--- src/rtl/dhcp_option_filter_inject_assert.svh ---
`ifndef DHCP_OPTION_FILTER_INJECT_ASSERT_SVH
`define DHCP_OPTION_FILTER_INJECT_ASSERT_SVH

// same-cycle implication
`define DOFI_ASSERT_IMPL(label, clk, rstn, ante, cons) \
    label: assert property (@(posedge clk) disable iff (!rstn) (ante) |-> (cons)) \
        else $error("dofi assertion failed");

// next-cycle implication
`define DOFI_ASSERT_NEXT(label, clk, rstn, ante, cons) \
    label: assert property (@(posedge clk) disable iff (!rstn) (ante) |=> (cons)) \
        else $error("dofi assertion failed");

`endif

--- src/rtl/dofi_pkg.sv ---
package dofi_pkg;

    localparam int MAX_CODES    = 8;
    localparam int INJECT_BYTES = 32;
    localparam int MIN_PAYLOAD  = 300;
    localparam int HDR_BYTES    = 240;
    localparam int MIN_OPT      = MIN_PAYLOAD - HDR_BYTES;

    localparam logic HDR_PARITY = 1'(HDR_BYTES % 2);

    localparam logic [7:0] OPT_PAD = 8'h00;
    localparam logic [7:0] OPT_END = 8'hFF;

    localparam int COUNT_W = 11;
    localparam logic [COUNT_W-1:0] COUNT_MAX = '1;
    localparam int PAD_W   = 9;
    localparam int INJ_IDX_W = 5;

    localparam int QDEPTH   = 4;
    localparam int QPTR_W   = 2;
    localparam int QCNT_W   = 3;
    localparam logic [QCNT_W-1:0] QFULL = QCNT_W'(QDEPTH);

    localparam logic [1:0] POL_DROP = 2'd0;
    localparam logic [1:0] POL_KEEP = 2'd1;

    localparam logic [2:0] REG_EXISTING_POLICY = 3'd0;
    localparam logic [2:0] REG_MATCH_COUNT     = 3'd1;
    localparam logic [2:0] REG_MATCH_CODES     = 3'd2;
    localparam logic [2:0] REG_INJECT_LEN      = 3'd3;
    localparam logic [2:0] REG_INJECT_WORD_0   = 3'd4;
    localparam logic [2:0] REG_INJECT_WORD_1   = 3'd5;
    localparam logic [2:0] REG_INJECT_WORD_2   = 3'd6;
    localparam logic [2:0] REG_INJECT_WORD_3   = 3'd7;

    typedef struct packed {
        logic [1:0]       existing_policy;
        logic [3:0]       match_count;
        logic [63:0]      match_codes;
        logic [5:0]       inject_len;
        logic [3:0][63:0] inject_word;
    } cfg_t;

    typedef struct packed {
        logic [7:0] data;
        logic       has_byte;
        logic       tail;
        logic       drop;
    } qent_t;

endpackage

--- src/rtl/dhcp_option_filter_inject.sv ---
// DHCP options region rewriter: parses option records one byte per transfer, filters
// options whose code matches the configured list (keep, remove, or drop the packet), and
// on END or the last byte emits the injection bytes, END, and PAD bytes up to the
// minimum BOOTP size and an even length. Passed-through bytes flow at one per cycle when
// neither the output nor the queue stalls; the tail burst goes out one byte per cycle
// from the back-end sequencer while m_ready allows, and a four-entry queue keeps the parser
// taking input until it fills. Configuration registers sit at byte address 8*i on the
// 64-bit port and must be written only while the block is idle.
module dhcp_option_filter_inject (
    input  logic        aclk,
    input  logic        aresetn,
    input  logic        s_valid,
    output logic        s_ready,
    input  logic [7:0]  s_option_byte,
    input  logic        s_packet_end,
    output logic        m_valid,
    input  logic        m_ready,
    output logic [7:0]  m_out_byte,
    output logic        m_kind,
    output logic        m_last,
    input  logic        psel,
    input  logic        penable,
    input  logic        pwrite,
    input  logic [5:0]  paddr,
    input  logic [63:0] pwdata,
    output logic [63:0] prdata,
    output logic        pready
);

    dofi_pkg::cfg_t  cfg_reg;
    dofi_pkg::qent_t push_ent;
    dofi_pkg::qent_t head;
    logic            push;
    logic            q_ready;
    logic            head_v;
    logic            pop;
    logic            wr_en;
    logic [2:0]      reg_idx;

    assign pready  = 1'b1;
    assign reg_idx = paddr[5:3];
    assign wr_en   = psel && penable && pwrite && pready;

    always_ff @(posedge aclk) begin
        if (!aresetn) begin
            cfg_reg <= '0;
        end else if (wr_en) begin
            case (reg_idx)
                dofi_pkg::REG_EXISTING_POLICY: cfg_reg.existing_policy <= pwdata[1:0];
                dofi_pkg::REG_MATCH_COUNT:     cfg_reg.match_count     <= pwdata[3:0];
                dofi_pkg::REG_MATCH_CODES:     cfg_reg.match_codes     <= pwdata;
                dofi_pkg::REG_INJECT_LEN:      cfg_reg.inject_len      <= pwdata[5:0];
                dofi_pkg::REG_INJECT_WORD_0:   cfg_reg.inject_word[0]  <= pwdata;
                dofi_pkg::REG_INJECT_WORD_1:   cfg_reg.inject_word[1]  <= pwdata;
                dofi_pkg::REG_INJECT_WORD_2:   cfg_reg.inject_word[2]  <= pwdata;
                dofi_pkg::REG_INJECT_WORD_3:   cfg_reg.inject_word[3]  <= pwdata;
                default: begin
                end
            endcase
        end
    end

    always_comb begin
        case (reg_idx)
            dofi_pkg::REG_EXISTING_POLICY: prdata = {62'd0, cfg_reg.existing_policy};
            dofi_pkg::REG_MATCH_COUNT:     prdata = {60'd0, cfg_reg.match_count};
            dofi_pkg::REG_MATCH_CODES:     prdata = cfg_reg.match_codes;
            dofi_pkg::REG_INJECT_LEN:      prdata = {58'd0, cfg_reg.inject_len};
            dofi_pkg::REG_INJECT_WORD_0:   prdata = cfg_reg.inject_word[0];
            dofi_pkg::REG_INJECT_WORD_1:   prdata = cfg_reg.inject_word[1];
            dofi_pkg::REG_INJECT_WORD_2:   prdata = cfg_reg.inject_word[2];
            dofi_pkg::REG_INJECT_WORD_3:   prdata = cfg_reg.inject_word[3];
            default:                       prdata = '0;
        endcase
    end

    dofi_front u_front (
        .aclk          (aclk),
        .aresetn       (aresetn),
        .cfg           (cfg_reg),
        .s_valid       (s_valid),
        .s_ready       (s_ready),
        .s_option_byte (s_option_byte),
        .s_packet_end  (s_packet_end),
        .q_ready       (q_ready),
        .push          (push),
        .push_ent      (push_ent)
    );

    dofi_queue u_queue (
        .aclk     (aclk),
        .aresetn  (aresetn),
        .push     (push),
        .push_ent (push_ent),
        .q_ready  (q_ready),
        .head_v   (head_v),
        .head     (head),
        .pop      (pop)
    );

    dofi_back u_back (
        .aclk       (aclk),
        .aresetn    (aresetn),
        .cfg        (cfg_reg),
        .head_v     (head_v),
        .head       (head),
        .pop        (pop),
        .m_valid    (m_valid),
        .m_ready    (m_ready),
        .m_out_byte (m_out_byte),
        .m_kind     (m_kind),
        .m_last     (m_last)
    );

endmodule

--- src/rtl/dofi_front.sv ---
module dofi_front (
    input  logic              aclk,
    input  logic              aresetn,
    input  dofi_pkg::cfg_t    cfg,
    input  logic              s_valid,
    output logic              s_ready,
    input  logic [7:0]        s_option_byte,
    input  logic              s_packet_end,
    input  logic              q_ready,
    output logic              push,
    output dofi_pkg::qent_t   push_ent
);

    typedef enum logic [1:0] {PH_CODE, PH_LEN, PH_DATA, PH_DISCARD} phase_t;

    phase_t      phase_reg, phase_next;
    logic [7:0]  rem_reg, rem_next;
    logic        copy_reg, copy_next;
    logic        accept;
    logic        hit;
    logic        matched;
    logic        drop;
    logic [3:0]  cnt;
    dofi_pkg::qent_t ent;

    assign s_ready = q_ready;
    assign accept  = s_valid && s_ready;

    always_comb begin
        cnt = (cfg.match_count > 4'(dofi_pkg::MAX_CODES)) ? 4'(dofi_pkg::MAX_CODES)
                                                          : cfg.match_count;
        hit = 1'b0;
        for (int i = 0; i < dofi_pkg::MAX_CODES; i++) begin
            if (4'(i) < cnt && cfg.match_codes[8*i +: 8] == s_option_byte) begin
                hit = 1'b1;
            end
        end
        matched = (cfg.existing_policy != dofi_pkg::POL_KEEP) && hit;
        drop    = matched && (cfg.existing_policy == dofi_pkg::POL_DROP);
    end

    always_comb begin
        phase_next   = phase_reg;
        rem_next     = rem_reg;
        copy_next    = copy_reg;
        ent          = '0;
        ent.data     = s_option_byte;
        case (phase_reg)
            PH_CODE: begin
                if (s_option_byte == dofi_pkg::OPT_END) begin
                    ent.tail   = 1'b1;
                    phase_next = s_packet_end ? PH_CODE : PH_DISCARD;
                end else if (drop) begin
                    ent.drop   = 1'b1;
                    ent.data   = '0;
                    phase_next = s_packet_end ? PH_CODE : PH_DISCARD;
                end else begin
                    copy_next    = !matched;
                    ent.has_byte = !matched;
                    ent.tail     = s_packet_end;
                    if (s_packet_end || s_option_byte == dofi_pkg::OPT_PAD) begin
                        phase_next = PH_CODE;
                    end else begin
                        phase_next = PH_LEN;
                    end
                end
            end
            PH_LEN: begin
                ent.has_byte = copy_reg;
                ent.tail     = s_packet_end;
                rem_next     = s_option_byte;
                if (s_packet_end || s_option_byte == 8'd0) begin
                    phase_next = PH_CODE;
                end else begin
                    phase_next = PH_DATA;
                end
            end
            PH_DATA: begin
                ent.has_byte = copy_reg;
                ent.tail     = s_packet_end;
                rem_next     = rem_reg - 8'd1;
                if (s_packet_end || rem_reg == 8'd1) begin
                    phase_next = PH_CODE;
                end
            end
            PH_DISCARD: begin
                if (s_packet_end) begin
                    phase_next = PH_CODE;
                end
            end
            default: begin
                phase_next = PH_CODE;
            end
        endcase
    end

    assign push     = accept && (ent.has_byte || ent.tail || ent.drop);
    assign push_ent = ent;

    always_ff @(posedge aclk) begin
        if (!aresetn) begin
            phase_reg <= PH_CODE;
            rem_reg   <= '0;
            copy_reg  <= 1'b0;
        end else if (accept) begin
            phase_reg <= phase_next;
            rem_reg   <= rem_next;
            copy_reg  <= copy_next;
        end
    end

endmodule

--- src/rtl/dofi_queue.sv ---
`include "dhcp_option_filter_inject_assert.svh"

module dofi_queue (
    input  logic            aclk,
    input  logic            aresetn,
    input  logic            push,
    input  dofi_pkg::qent_t push_ent,
    output logic            q_ready,
    output logic            head_v,
    output dofi_pkg::qent_t head,
    input  logic            pop
);

    dofi_pkg::qent_t                 mem_reg [dofi_pkg::QDEPTH];
    logic [dofi_pkg::QPTR_W-1:0]     wr_ptr_reg, rd_ptr_reg;
    logic [dofi_pkg::QCNT_W-1:0]     count_reg, count_next;

    assign q_ready = (count_reg != dofi_pkg::QFULL);
    assign head_v  = (count_reg != '0);
    assign head    = mem_reg[rd_ptr_reg];

    always_comb begin
        count_next = count_reg;
        if (push && !pop) begin
            count_next = count_reg + 1'b1;
        end else if (pop && !push) begin
            count_next = count_reg - 1'b1;
        end
    end

    always_ff @(posedge aclk) begin
        if (push) begin
            mem_reg[wr_ptr_reg] <= push_ent;
        end
    end

    always_ff @(posedge aclk) begin
        if (!aresetn) begin
            wr_ptr_reg <= '0;
            rd_ptr_reg <= '0;
            count_reg  <= '0;
        end else begin
            if (push) begin
                wr_ptr_reg <= wr_ptr_reg + 1'b1;
            end
            if (pop) begin
                rd_ptr_reg <= rd_ptr_reg + 1'b1;
            end
            count_reg <= count_next;
        end
    end

    `DOFI_ASSERT_IMPL(a_no_push_full, aclk, aresetn, push, count_reg != dofi_pkg::QFULL)
    `DOFI_ASSERT_IMPL(a_no_pop_empty, aclk, aresetn, pop, count_reg != '0)

endmodule

--- src/rtl/dofi_back.sv ---
`include "dhcp_option_filter_inject_assert.svh"

module dofi_back (
    input  logic            aclk,
    input  logic            aresetn,
    input  dofi_pkg::cfg_t  cfg,
    input  logic            head_v,
    input  dofi_pkg::qent_t head,
    output logic            pop,
    output logic            m_valid,
    input  logic            m_ready,
    output logic [7:0]      m_out_byte,
    output logic            m_kind,
    output logic            m_last
);

    typedef enum logic [1:0] {B_HEAD, B_INJ, B_END, B_PAD} bstate_t;

    bstate_t                          state_reg, state_next;
    logic                             byte_done_reg, byte_done_next;
    logic [dofi_pkg::INJ_IDX_W-1:0]   idx_reg, idx_next;
    logic [dofi_pkg::PAD_W-1:0]       pad_reg, pad_next;
    logic [dofi_pkg::COUNT_W-1:0]     count_reg, count_next;
    logic                             parity_reg, parity_next;
    logic                             m_valid_reg, m_valid_next;
    logic [7:0]                       m_out_byte_reg, m_out_byte_next;
    logic                             m_kind_reg, m_kind_next;
    logic                             m_last_reg, m_last_next;

    logic                             adv;
    logic                             do_inj;
    logic                             do_end;
    logic                             finish;
    logic [5:0]                       inj_len;
    logic [dofi_pkg::INJ_IDX_W-1:0]   cur_idx;
    logic [dofi_pkg::COUNT_W-1:0]     count_inc;
    logic [dofi_pkg::COUNT_W-1:0]     pad_full;
    logic [dofi_pkg::PAD_W-1:0]       pad_val;
    logic [31:0][7:0]                 inj_bytes;

    assign inj_bytes  = cfg.inject_word;
    assign inj_len    = (cfg.inject_len > 6'(dofi_pkg::INJECT_BYTES))
                        ? 6'(dofi_pkg::INJECT_BYTES) : cfg.inject_len;
    assign adv        = !m_valid_reg || m_ready;
    assign cur_idx    = (state_reg == B_INJ) ? idx_reg : '0;
    assign count_inc  = (count_reg == dofi_pkg::COUNT_MAX) ? count_reg
                                                           : count_reg + 1'b1;
    assign pad_full   = dofi_pkg::COUNT_W'(dofi_pkg::MIN_OPT) - count_inc;
    assign pad_val    = (count_inc < dofi_pkg::COUNT_W'(dofi_pkg::MIN_OPT))
                        ? pad_full[dofi_pkg::PAD_W-1:0]
                        : {{(dofi_pkg::PAD_W-1){1'b0}}, (~parity_reg) ^ dofi_pkg::HDR_PARITY};

    always_comb begin
        state_next      = state_reg;
        byte_done_next  = byte_done_reg;
        idx_next        = idx_reg;
        pad_next        = pad_reg;
        count_next      = count_reg;
        parity_next     = parity_reg;
        m_valid_next    = m_valid_reg;
        m_out_byte_next = m_out_byte_reg;
        m_kind_next     = m_kind_reg;
        m_last_next     = m_last_reg;
        pop             = 1'b0;
        do_inj          = 1'b0;
        do_end          = 1'b0;
        finish          = 1'b0;
        if (adv) begin
            m_valid_next = 1'b0;
            case (state_reg)
                B_HEAD: begin
                    if (head_v) begin
                        if (head.drop) begin
                            m_valid_next    = 1'b1;
                            m_out_byte_next = '0;
                            m_kind_next     = 1'b1;
                            m_last_next     = 1'b1;
                            finish          = 1'b1;
                        end else if (head.has_byte && !byte_done_reg) begin
                            m_valid_next    = 1'b1;
                            m_out_byte_next = head.data;
                            m_kind_next     = 1'b0;
                            m_last_next     = 1'b0;
                            count_next      = count_inc;
                            parity_next     = ~parity_reg;
                            if (head.tail) begin
                                byte_done_next = 1'b1;
                            end else begin
                                pop = 1'b1;
                            end
                        end else if (inj_len != '0) begin
                            do_inj = 1'b1;
                        end else begin
                            do_end = 1'b1;
                        end
                    end
                end
                B_INJ: begin
                    do_inj = 1'b1;
                end
                B_END: begin
                    do_end = 1'b1;
                end
                B_PAD: begin
                    m_valid_next    = 1'b1;
                    m_out_byte_next = dofi_pkg::OPT_PAD;
                    m_kind_next     = 1'b0;
                    m_last_next     = (pad_reg == dofi_pkg::PAD_W'(1));
                    pad_next        = pad_reg - 1'b1;
                    finish          = (pad_reg == dofi_pkg::PAD_W'(1));
                end
                default: begin
                    state_next = B_HEAD;
                end
            endcase
            if (do_inj) begin
                m_valid_next    = 1'b1;
                m_out_byte_next = inj_bytes[cur_idx];
                m_kind_next     = 1'b0;
                m_last_next     = 1'b0;
                count_next      = count_inc;
                parity_next     = ~parity_reg;
                idx_next        = cur_idx + 1'b1;
                if ({1'b0, cur_idx} + 6'd1 == inj_len) begin
                    state_next = B_END;
                end else begin
                    state_next = B_INJ;
                end
            end
            if (do_end) begin
                m_valid_next    = 1'b1;
                m_out_byte_next = dofi_pkg::OPT_END;
                m_kind_next     = 1'b0;
                m_last_next     = (pad_val == '0);
                count_next      = count_inc;
                parity_next     = ~parity_reg;
                pad_next        = pad_val;
                if (pad_val == '0) begin
                    finish = 1'b1;
                end else begin
                    state_next = B_PAD;
                end
            end
            if (finish) begin
                pop            = 1'b1;
                state_next     = B_HEAD;
                byte_done_next = 1'b0;
                count_next     = '0;
                parity_next    = 1'b0;
            end
        end
    end

    always_ff @(posedge aclk) begin
        if (!aresetn) begin
            state_reg      <= B_HEAD;
            byte_done_reg  <= 1'b0;
            idx_reg        <= '0;
            pad_reg        <= '0;
            count_reg      <= '0;
            parity_reg     <= 1'b0;
            m_valid_reg    <= 1'b0;
            m_out_byte_reg <= '0;
            m_kind_reg     <= 1'b0;
            m_last_reg     <= 1'b0;
        end else begin
            state_reg      <= state_next;
            byte_done_reg  <= byte_done_next;
            idx_reg        <= idx_next;
            pad_reg        <= pad_next;
            count_reg      <= count_next;
            parity_reg     <= parity_next;
            m_valid_reg    <= m_valid_next;
            m_out_byte_reg <= m_out_byte_next;
            m_kind_reg     <= m_kind_next;
            m_last_reg     <= m_last_next;
        end
    end

    assign m_valid    = m_valid_reg;
    assign m_out_byte = m_out_byte_reg;
    assign m_kind     = m_kind_reg;
    assign m_last     = m_last_reg;

    // drop result closes the packet with a zero byte
    `DOFI_ASSERT_IMPL(a_drop_last, aclk, aresetn, m_valid_reg && m_kind_reg, m_last_reg && m_out_byte_reg == '0)
    `DOFI_ASSERT_IMPL(a_pad_nonzero, aclk, aresetn, state_reg == B_PAD, pad_reg != '0)
    // tail sequencing holds its queue entry until done
    `DOFI_ASSERT_IMPL(a_tail_head, aclk, aresetn, state_reg != B_HEAD, head_v && head.tail)

endmodule

--- config.mk ---
export PLATFORM = sky130hd
export DESIGN_NAME = dhcp_option_filter_inject
export DESIGN_NICKNAME = d
export VERILOG_FILES = /design/src/rtl/dofi_pkg.sv /design/src/rtl/dhcp_option_filter_inject.sv /design/src/rtl/dofi_front.sv /design/src/rtl/dofi_queue.sv /design/src/rtl/dofi_back.sv
export VERILOG_INCLUDE_DIRS = /design/src /design/src/rtl
export SDC_FILE = /design/constraint.sdc
export NUM_CORES = 1
export LEC_CHECK = 0
export ABC_AREA = 1
export ABC_CLOCK_PERIOD_IN_PS = 3200
export BUFFER_PORTS_ARGS = -buffer_cell sky130_fd_sc_hd__buf_2
export CAP_MARGIN = 10
export CORE_MARGIN = 5
export CORE_UTILIZATION = 40
export CTS_CLUSTER_SIZE = 14
export DETAILED_ROUTE_END_ITERATION = 8
export HOLD_SLACK_MARGIN = 0.03
export SLEW_MARGIN = 25
export SYNTH_ARGS = -nofsm -noshare
export SYNTH_HDL_FRONTEND = slang
export SYNTH_SLANG_ARGS = --single-unit
--- constraint.sdc ---
create_clock -name aclk -period 3.2 [get_ports aclk]
set_input_delay 0.16 -clock aclk [delete_from_list [all_inputs] [get_ports aclk]]
set_output_delay 0.16 -clock aclk [all_outputs]
set_load 0.05 [all_outputs]
Word level (Yosys, flattened, before mapping)
Memories as Yosys holds them, arrays and structs flattened. A register that Yosys moved wholly into a read port is not among the register bits.
Cells that the tools add are included.

word-level totals
  logic and storage cells = 260
  input bits = 86
  memories = 1
  flip-flop bits (word level) = 390
  bits in writable memories = 44

memory list
  memory           words  bits a word  read ports  clocked after memory_dff  wr ports  line              text
  u_queue.mem_reg  4      11           1           1                         1         dofi_queue.sv:14  dofi_pkg::qent_t mem_reg [dofi_pkg::QDEPTH];

operators by class
  add/subtract/negate cells = 10
  eq/ne operators = 34
  $lt $le $gt $ge = 12
  reductions and logical operators = 63
  mux-type cells = 113
  bitwise operators = 3

operators with widths
  operator                 number
  $pmux W64 S8             1
  $mux W11                 8
  $eq A8 B8 Y1             8
  $mux W8                  8
  $mux W1                  62
  $bmux W8 S5              1
  $mux W9                  4
  $pmux W8 S2              2
  $mux W2                  14
  $reduce_and A2 Y1        11
  $logic_and A1 B1 Y1      17
  $lt A3 B4 Y1 const A     4
  $reduce_bool A4 Y1       4
  $reduce_bool A2 Y1       7
  $eq A3 B3 Y1 const B     4
  $pmux W1 S2              6
  $add A11 B1 Y11 const B  1
  $eq A11 B11 Y1 const B   1
  $lt A11 B6 Y1 const B    1
  $eq A9 B1 Y1 const B     1
  $logic_not A9 Y1         1
  $sub A6 B9 Y9 const A    1
  $sub A9 B1 Y9 const B    1
  $eq A2 B2 Y1 const B     4
  42 further kinds         63

Longest topological paths before layout
  depth in word-level cells = 24
  depth in mapped cells = 26

Modules after synthesis
A second synthesis with hierarchy kept.

unflattened totals
  cell total of the unflattened synthesis = 3527
  area, all modules = 23815.3 um^2

by module, submodules not included
  module                     times used  area each (um^2)  cells an instance
  dhcp_option_filter_inject  1           14799.2           2143
  dofi_back                  1           4936.0            862
  dofi_queue                 1           2074.5            165
  dofi_front                 1           2005.7            357

Worst setup path after synthesis
No wires, ideal clock.

  kind = flip-flop to flip-flop
  start point = reg u_back.count_reg[0] (netlist name)
  end point = reg u_queue.count_reg[2] (netlist name)
  stages on the path, launching flop included = 27
  clock period less this slack = 3.269 ns
  path buffers = 1
  setup slack = -0.069 ns
  arrival time = 3.147 ns
  required time = 3.078 ns
  setup time = 0.122 ns
  cells stage by stage = dfxtp_1 > ha_1 > nand2_1 > inv_1 > nand2_2 > nor2_4 > nand2_2 > buf_6 > nand2_4 > nand2_4 > ha_1 > inv_1 > nand2_1 > o21ai_1 > nand2_1 > clkinv_1 > o21bai_2 > nand3_4 > nand3_2 > nand2_1 > ha_1 > inv_1 > fa_1 > a21oi_1 > o21ai_0 > o21ai_0 > a21oi_1

between the ends
  word-level cells in the longest chain between the ends = 13
  elaborated cells between the ends (all ways) = 17

ends and longest elaborated chain
  item                                               line                              text
  start: declaration                                 dofi_back.sv:23                   logic [dofi_pkg::COUNT_W-1:0] count_reg, count_next;
  start signal: assignment                           dofi_back.sv:171                  count_reg <= count_next;
  $add A11 B1 Y11 or $eq A11 B11 Y1 (tied branches)  dofi_back.sv:47, dofi_back.sv:46
  $mux W11 *                                         dofi_back.sv:46                   assign count_inc = (count_reg == dofi_pkg::COUNT_MAX) ? count_reg
  $sub A6 B9 Y9 or $lt A11 B6 Y1 (tied branches)     dofi_back.sv:48, dofi_back.sv:49
  $mux W9 *                                          dofi_back.sv:50                   ? pad_full[dofi_pkg::PAD_W-1:0]
  $logic_not A9 Y1 *                                 dofi_back.sv:138                  if (pad_val == '0) begin
  $mux W1 *                                          dofi_back.sv:138
  $mux W1 *                                          dofi_back.sv:130                  if (do_end) begin
  $mux W1 *                                          dofi_back.sv:68                   if (adv) begin
  $mux W1 *                                          dofi_back.sv:144                  if (finish) begin
  $mux W1 *                                          dofi_back.sv:68
  $logic_not A1 Y1                                   dofi_queue.sv:24                  if (push && !pop) begin
  $logic_and A1 B1 Y1                                dofi_queue.sv:24
  $mux W3 or $reduce_bool A2 Y1 (tied branches)      -
  end signal: assignment                             dofi_queue.sv:49                  count_reg <= count_next;
  end: declaration                                   dofi_queue.sv:16                  logic [dofi_pkg::QCNT_W-1:0] count_reg, count_next;

Every way passes the cells marked *; elsewhere a longest branch is shown, timed or not. The select of a mux whose other input is x is not followed.
A chain may end at the register's enable or synchronous reset.

Worst setup path in the final report
  start point = reg u_back.state_reg[1]
  end point = reg u_back.m_out_byte_reg[3], in the netlist u_back.m_out_byte[3]

between the ends
  word-level cells in the longest chain between the ends = 6
  elaborated cells between the ends (all ways) = 18

ends and longest elaborated chain
  item                           line                              text
  start: declaration             dofi_back.sv:19                   bstate_t state_reg, state_next;
  start signal: assignment       dofi_back.sv:167                  state_reg <= state_next;
  $eq A2 B1 Y1                   dofi_back.sv:45, dofi_back.sv:70
  $mux W5                        dofi_back.sv:45                   assign cur_idx = (state_reg == B_INJ) ? idx_reg : '0;
  $bmux W8 S5                    dofi_back.sv:118                  m_out_byte_next = inj_bytes[cur_idx];
  $mux W8 (not written as such)  dofi_back.sv:118
  $mux W8                        dofi_back.sv:116                  if (do_inj) begin
  $mux W8                        dofi_back.sv:130
  end signal: assignment         dofi_back.sv:174                  m_out_byte_reg <= m_out_byte_next;
  end: declaration               dofi_back.sv:26                   logic [7:0] m_out_byte_reg, m_out_byte_next;

Parallel ways exist; a longest one is shown, timed or not. The select of a mux whose other input is x is not followed.

==> metrics.md <==
| Metric | Value |
|---|---|
| GPL Wtd Cong | `about 0.98` |
| Compound-Gate Fraction of Synth Area | `around a quarter` |
| Clk root buf | `clkbuf_16` |
| Least-Margin Pin Slew | `between 900 and 1000 ps` |
| Sink Count | `roughly 440` |
| Gr usage total | `between 20% and 30%` |
| Setup crit end kind | `flop` |
| Synthesized cell area | `roughly 22000 µm²` |
| Area Overhead vs Synth | `20.4%` |
| Worst path arrival time | `3590 ps` |
| Initial Utilization | `about two fifths` |
| Post-DP HPWL | `61.3 mm` |
| Filler cells | `between 5000 and 6000` |
| Drt pass-1 iters | `5` |
| Top Ports | `between 150 and 200` |
| Ranking of synthesized cells by area | `dfxtp_1 (35%), o21ai_0 (14%), nor2_1 (12%), nand2_1 (6.0%), edfxtp_1 (5.9%)` |
| Count of nets after finishing | `3491` |
| Highest clock rate | `between 300 and 400 MHz` |
| Clock buffer count from CTS | `50` |
| Wire per inst | `between 20 and 25 µm` |
| # Max-Cap Violations | `0` |
| Worst hold path class | `input pin to flop` |
| Drt first-iter violations | `2842` |
| R2r setup slk | `160 ps` |
| VDD IR max | `around 640 µV` |
| Number of global-route vias before repair | `21700` |
| Remaining global-route overflow | `0` |
| Post-synthesis xor/xnor area fraction | `roughly 2.7%` |
| Adder-cell share of the synthesized area | `approximately 1.3%` |
| Cell mode on critical path | `o21ai_0` |
| Synthesized net count | `roughly 3300` |
| Die Width | `246 µm` |
| Die height | `between 200 and 250 µm` |
| Clock skew | `between 30 and 40 ps` |
| Pin count of the biggest net entering global routing | `about 220` |
| Share of synthesized flip-flops with an asynchronous set or reset | `0%` |
| Largest area contributor in the netlist | `dfxtp_1` |
| Initial antenna violation count | `4` |
| Leak | `around 11 nW` |
| Number of flip-flops in the largest register | `roughly 330` |
| CP Capture Point | `u_back.m_out_byte[3]$_SDFFE_PN0P_` |
| Layout cell share with drive strength beyond 1 | `13.0%` |
| Clock-pin slew on the worst setup and hold paths | `60 ps` |
| R2R cell count | `14` |
| Clock Latency Late Sink | `about 630 ps` |
| Syn. warnings | `0` |
| Critical path's slowest cell | `dfxtp_1` |
| Die Area | `a little over 60000 µm²` |
| Final number of setup-violating endpoints | `0` |
| Buf+Inv Stages, Crit Path | `5` |
| CTS tree | `done` |
| Rel. slew slack | `around 36%` |
| Share of the synthesized area in the top cell type | `between 30% and 40%` |
| H-tree depth | `2` |
| Mux cell area share after synthesis | `0%` |
| Critical Path Fanout Max | `55` |
| Seq/Total Area, Yosys | `between 40% and 50%` |
| Post-Route Setup TNS | `0 ps` |
| R2R Path End | `u_back.m_out_byte[3]$_SDFFE_PN0P_` |
| CP Class | `flop to flop` |
| Worst path max stage delay | `roughly 420 ps` |
| Final WL | `91.0 mm` |
| Most frequent cells in the layout | `nor2_1 (686), o21ai_0 (596), dfxtp_1 (385)` |
| Placed Cells | `between 4000 and 5000` |
| Final Hold Viols | `0` |
| Largest delay share family, worst path | `compound AO/OA/AOI/OAI gates` |
| Largest family of logic cells by synthesized area | `compound AO/OA/AOI/OAI gates` |
| Final worst slack | `157 ps` |
| Crit path from | `u_back.state_reg[1]$_SDFFE_PN0N_` |
| Final std cells w/o fill | `~4200` |
| Vias post-DR | `around 24000` |
| Final worst path period share | `between 90% and 100%` |
| Ys flop type | `dfxtp_1` |
| Port Buf Inserts | `~160` |
| CP Depth | `14` |
| Tmin final | `about 3000 ps` |
| Post-synthesis register bit count | `436` |
| Mean post-synth cell area | `between 6 and 7 µm²` |
| Final slew viol count | `0` |
| Post-synth cell types | `between 40 and 50` |
| Crit path required time | `3750 ps` |
| CORE AREA | `55100 µm²` |
| Critical path, cell by cell | `inv_1 -> ha_1 -> nand2_4 -> buf_12 -> buf_12 -> o21ai_0 -> o21ai_0 -> o21ai_0 -> buf_4 -> o221ai_1 -> nand3_1 -> nand2_1 -> inv_1 -> a21oi_1` |
| CTS Buffer Depth | `3` |
| PwrDens | `approximately 640 nW/µm²` |
| Synthesized instance count | `between 3000 and 4000` |
| Commonest non-fill, non-tap cell in the layout | `nor2_1` |
| Final ANT Viol Nets | `0` |
| Simple-gate area share of the yosys netlist | `a little over a fifth` |
| DP Worst Slack | `-51.4 ps` |
| Worst setup SP type | `flop` |
| # DRC | `0` |
| Reg-to-reg startpoint | `u_back.state_reg[1]$_SDFFE_PN0N_` |
| Num rows | `between 80 and 90` |
| RSZ-0062 raised after global routing | `true` |
| First-pass GRT wire length | `approximately 140 mm` |
| Vias per std cell | `roughly 5.7` |
| Number of synthesized flops with an enable pin | `between 40 and 50` |
| Status | `finished clean` |
kinds of logic after synthesis:
kind of cell               count (synthesis)
adders and majority gates                 23
xor gates and xnor gates                  69
AOI/OAI and AO/OA                       1011
DFF                                      436
other                                      1
and+or+nand+nor                         1201
buffers and inverters                    453
report_power, final:
| part | total, W | leakage (nW) | internal, W | switching [W] |
|---|---|---|---|---|
| sequential | 0.00617 | 3.57 | 0.00591 | 0.000269 |
| combinational | 0.00527 | 6.34 | 0.00177 | 0.00349 |
| clock | 0.00578 | 0.806 | 0.00333 | 0.00245 |
| total | 0.0172 | 10.7 | 0.0110 | 0.00621 |
Yosys cell counts, types with 28 or more instances:
master	number
nor2_1	689
o21ai_0	602
dfxtp_1	392
nand2_1	356
a21oi_1	235
inv_1	226
clkbuf_1	181
nand3_1	73
a22oi_1	65
edfxtp_1	44
xnor2_1	41
o2111ai_1	40
nand4_1	31
xor2_1	28
what timing repair did:
| item | in CTS | in global routing |
|---|---|---|
| setup endpoints to repair | 1 | 7 |
| endpoints found under the hold margin | 334 | 0 |
| pin swaps | 2 | 13 |
| hold buffers | 66 | 0 |
| resized for setup | 2 | 30 |
| buffers inserted | 1 | 5 |
how the worst min path moves through the flow:
stage / startpoint / slack [ps] / endpoint / cells after the start
floorplan: pwdata[36] / 290 / cfg_reg[100]$_SDFFE_PN0P_ / 2
global placement: pwdata[56] / 440 / cfg_reg[120]$_SDFFE_PN0P_ / 3
detailed placement: pwdata[56] / 440 / cfg_reg[120]$_SDFFE_PN0P_ / 3
CTS: s_packet_end / 40 / u_front.phase_reg[0]$_SDFFE_PN0P_ / 4
global route: s_packet_end / 80 / u_front.phase_reg[0]$_SDFFE_PN0P_ / 4
finish: s_packet_end / 70 / u_front.phase_reg[0]$_SDFFE_PN0P_ / 4
stage by stage:
stage	hold slack [ps]	power (W)	utilization, %	cell area [µm²]
after floorplan	295	0.00971	-	22300
final	66.3	0.0172	48.6	26800
after detailed placement	444	0.0112	44.2	24300
after global routing	84.9	0.0180	48.6	26800
after CTS	35.3	0.0171	48.4	26700
after global placement	444	0.0111	44.2	24300
layer usage:
layer / share of wire, % / GRT usage (%)
met4: 4.9 / 12.4
met5: 0.027 / 0
met2: 44 / 44.3
met3: 9.5 / 5.47
met1: 42 / 39.8
tightest hold or removal path, cell delays in order:
cell and delay [ps]:
buf_2 140, a21oi_1 90, o21ai_0 160, a21oi_1 70
final cells by class:
| type | instances | area (µm²) | share of cell area [%] |
|---|---|---|---|
| multi-input combinational | 2305 | 11500 | 42.8 |
| sequential | 436 | 9180 | 34.3 |
| timing repair buffer | 355 | 2690 | 10.1 |
| clock buffer | 68 | 1410 | 5.26 |
| tap | 748 | 936 | 3.49 |
| inverter | 234 | 886 | 3.31 |
| clock inverter | 20 | 220 | 0.822 |
| antenna | 1 | 2.50 | 0.00934 |
Note: power is estimated with default switching activity, not from simulation.
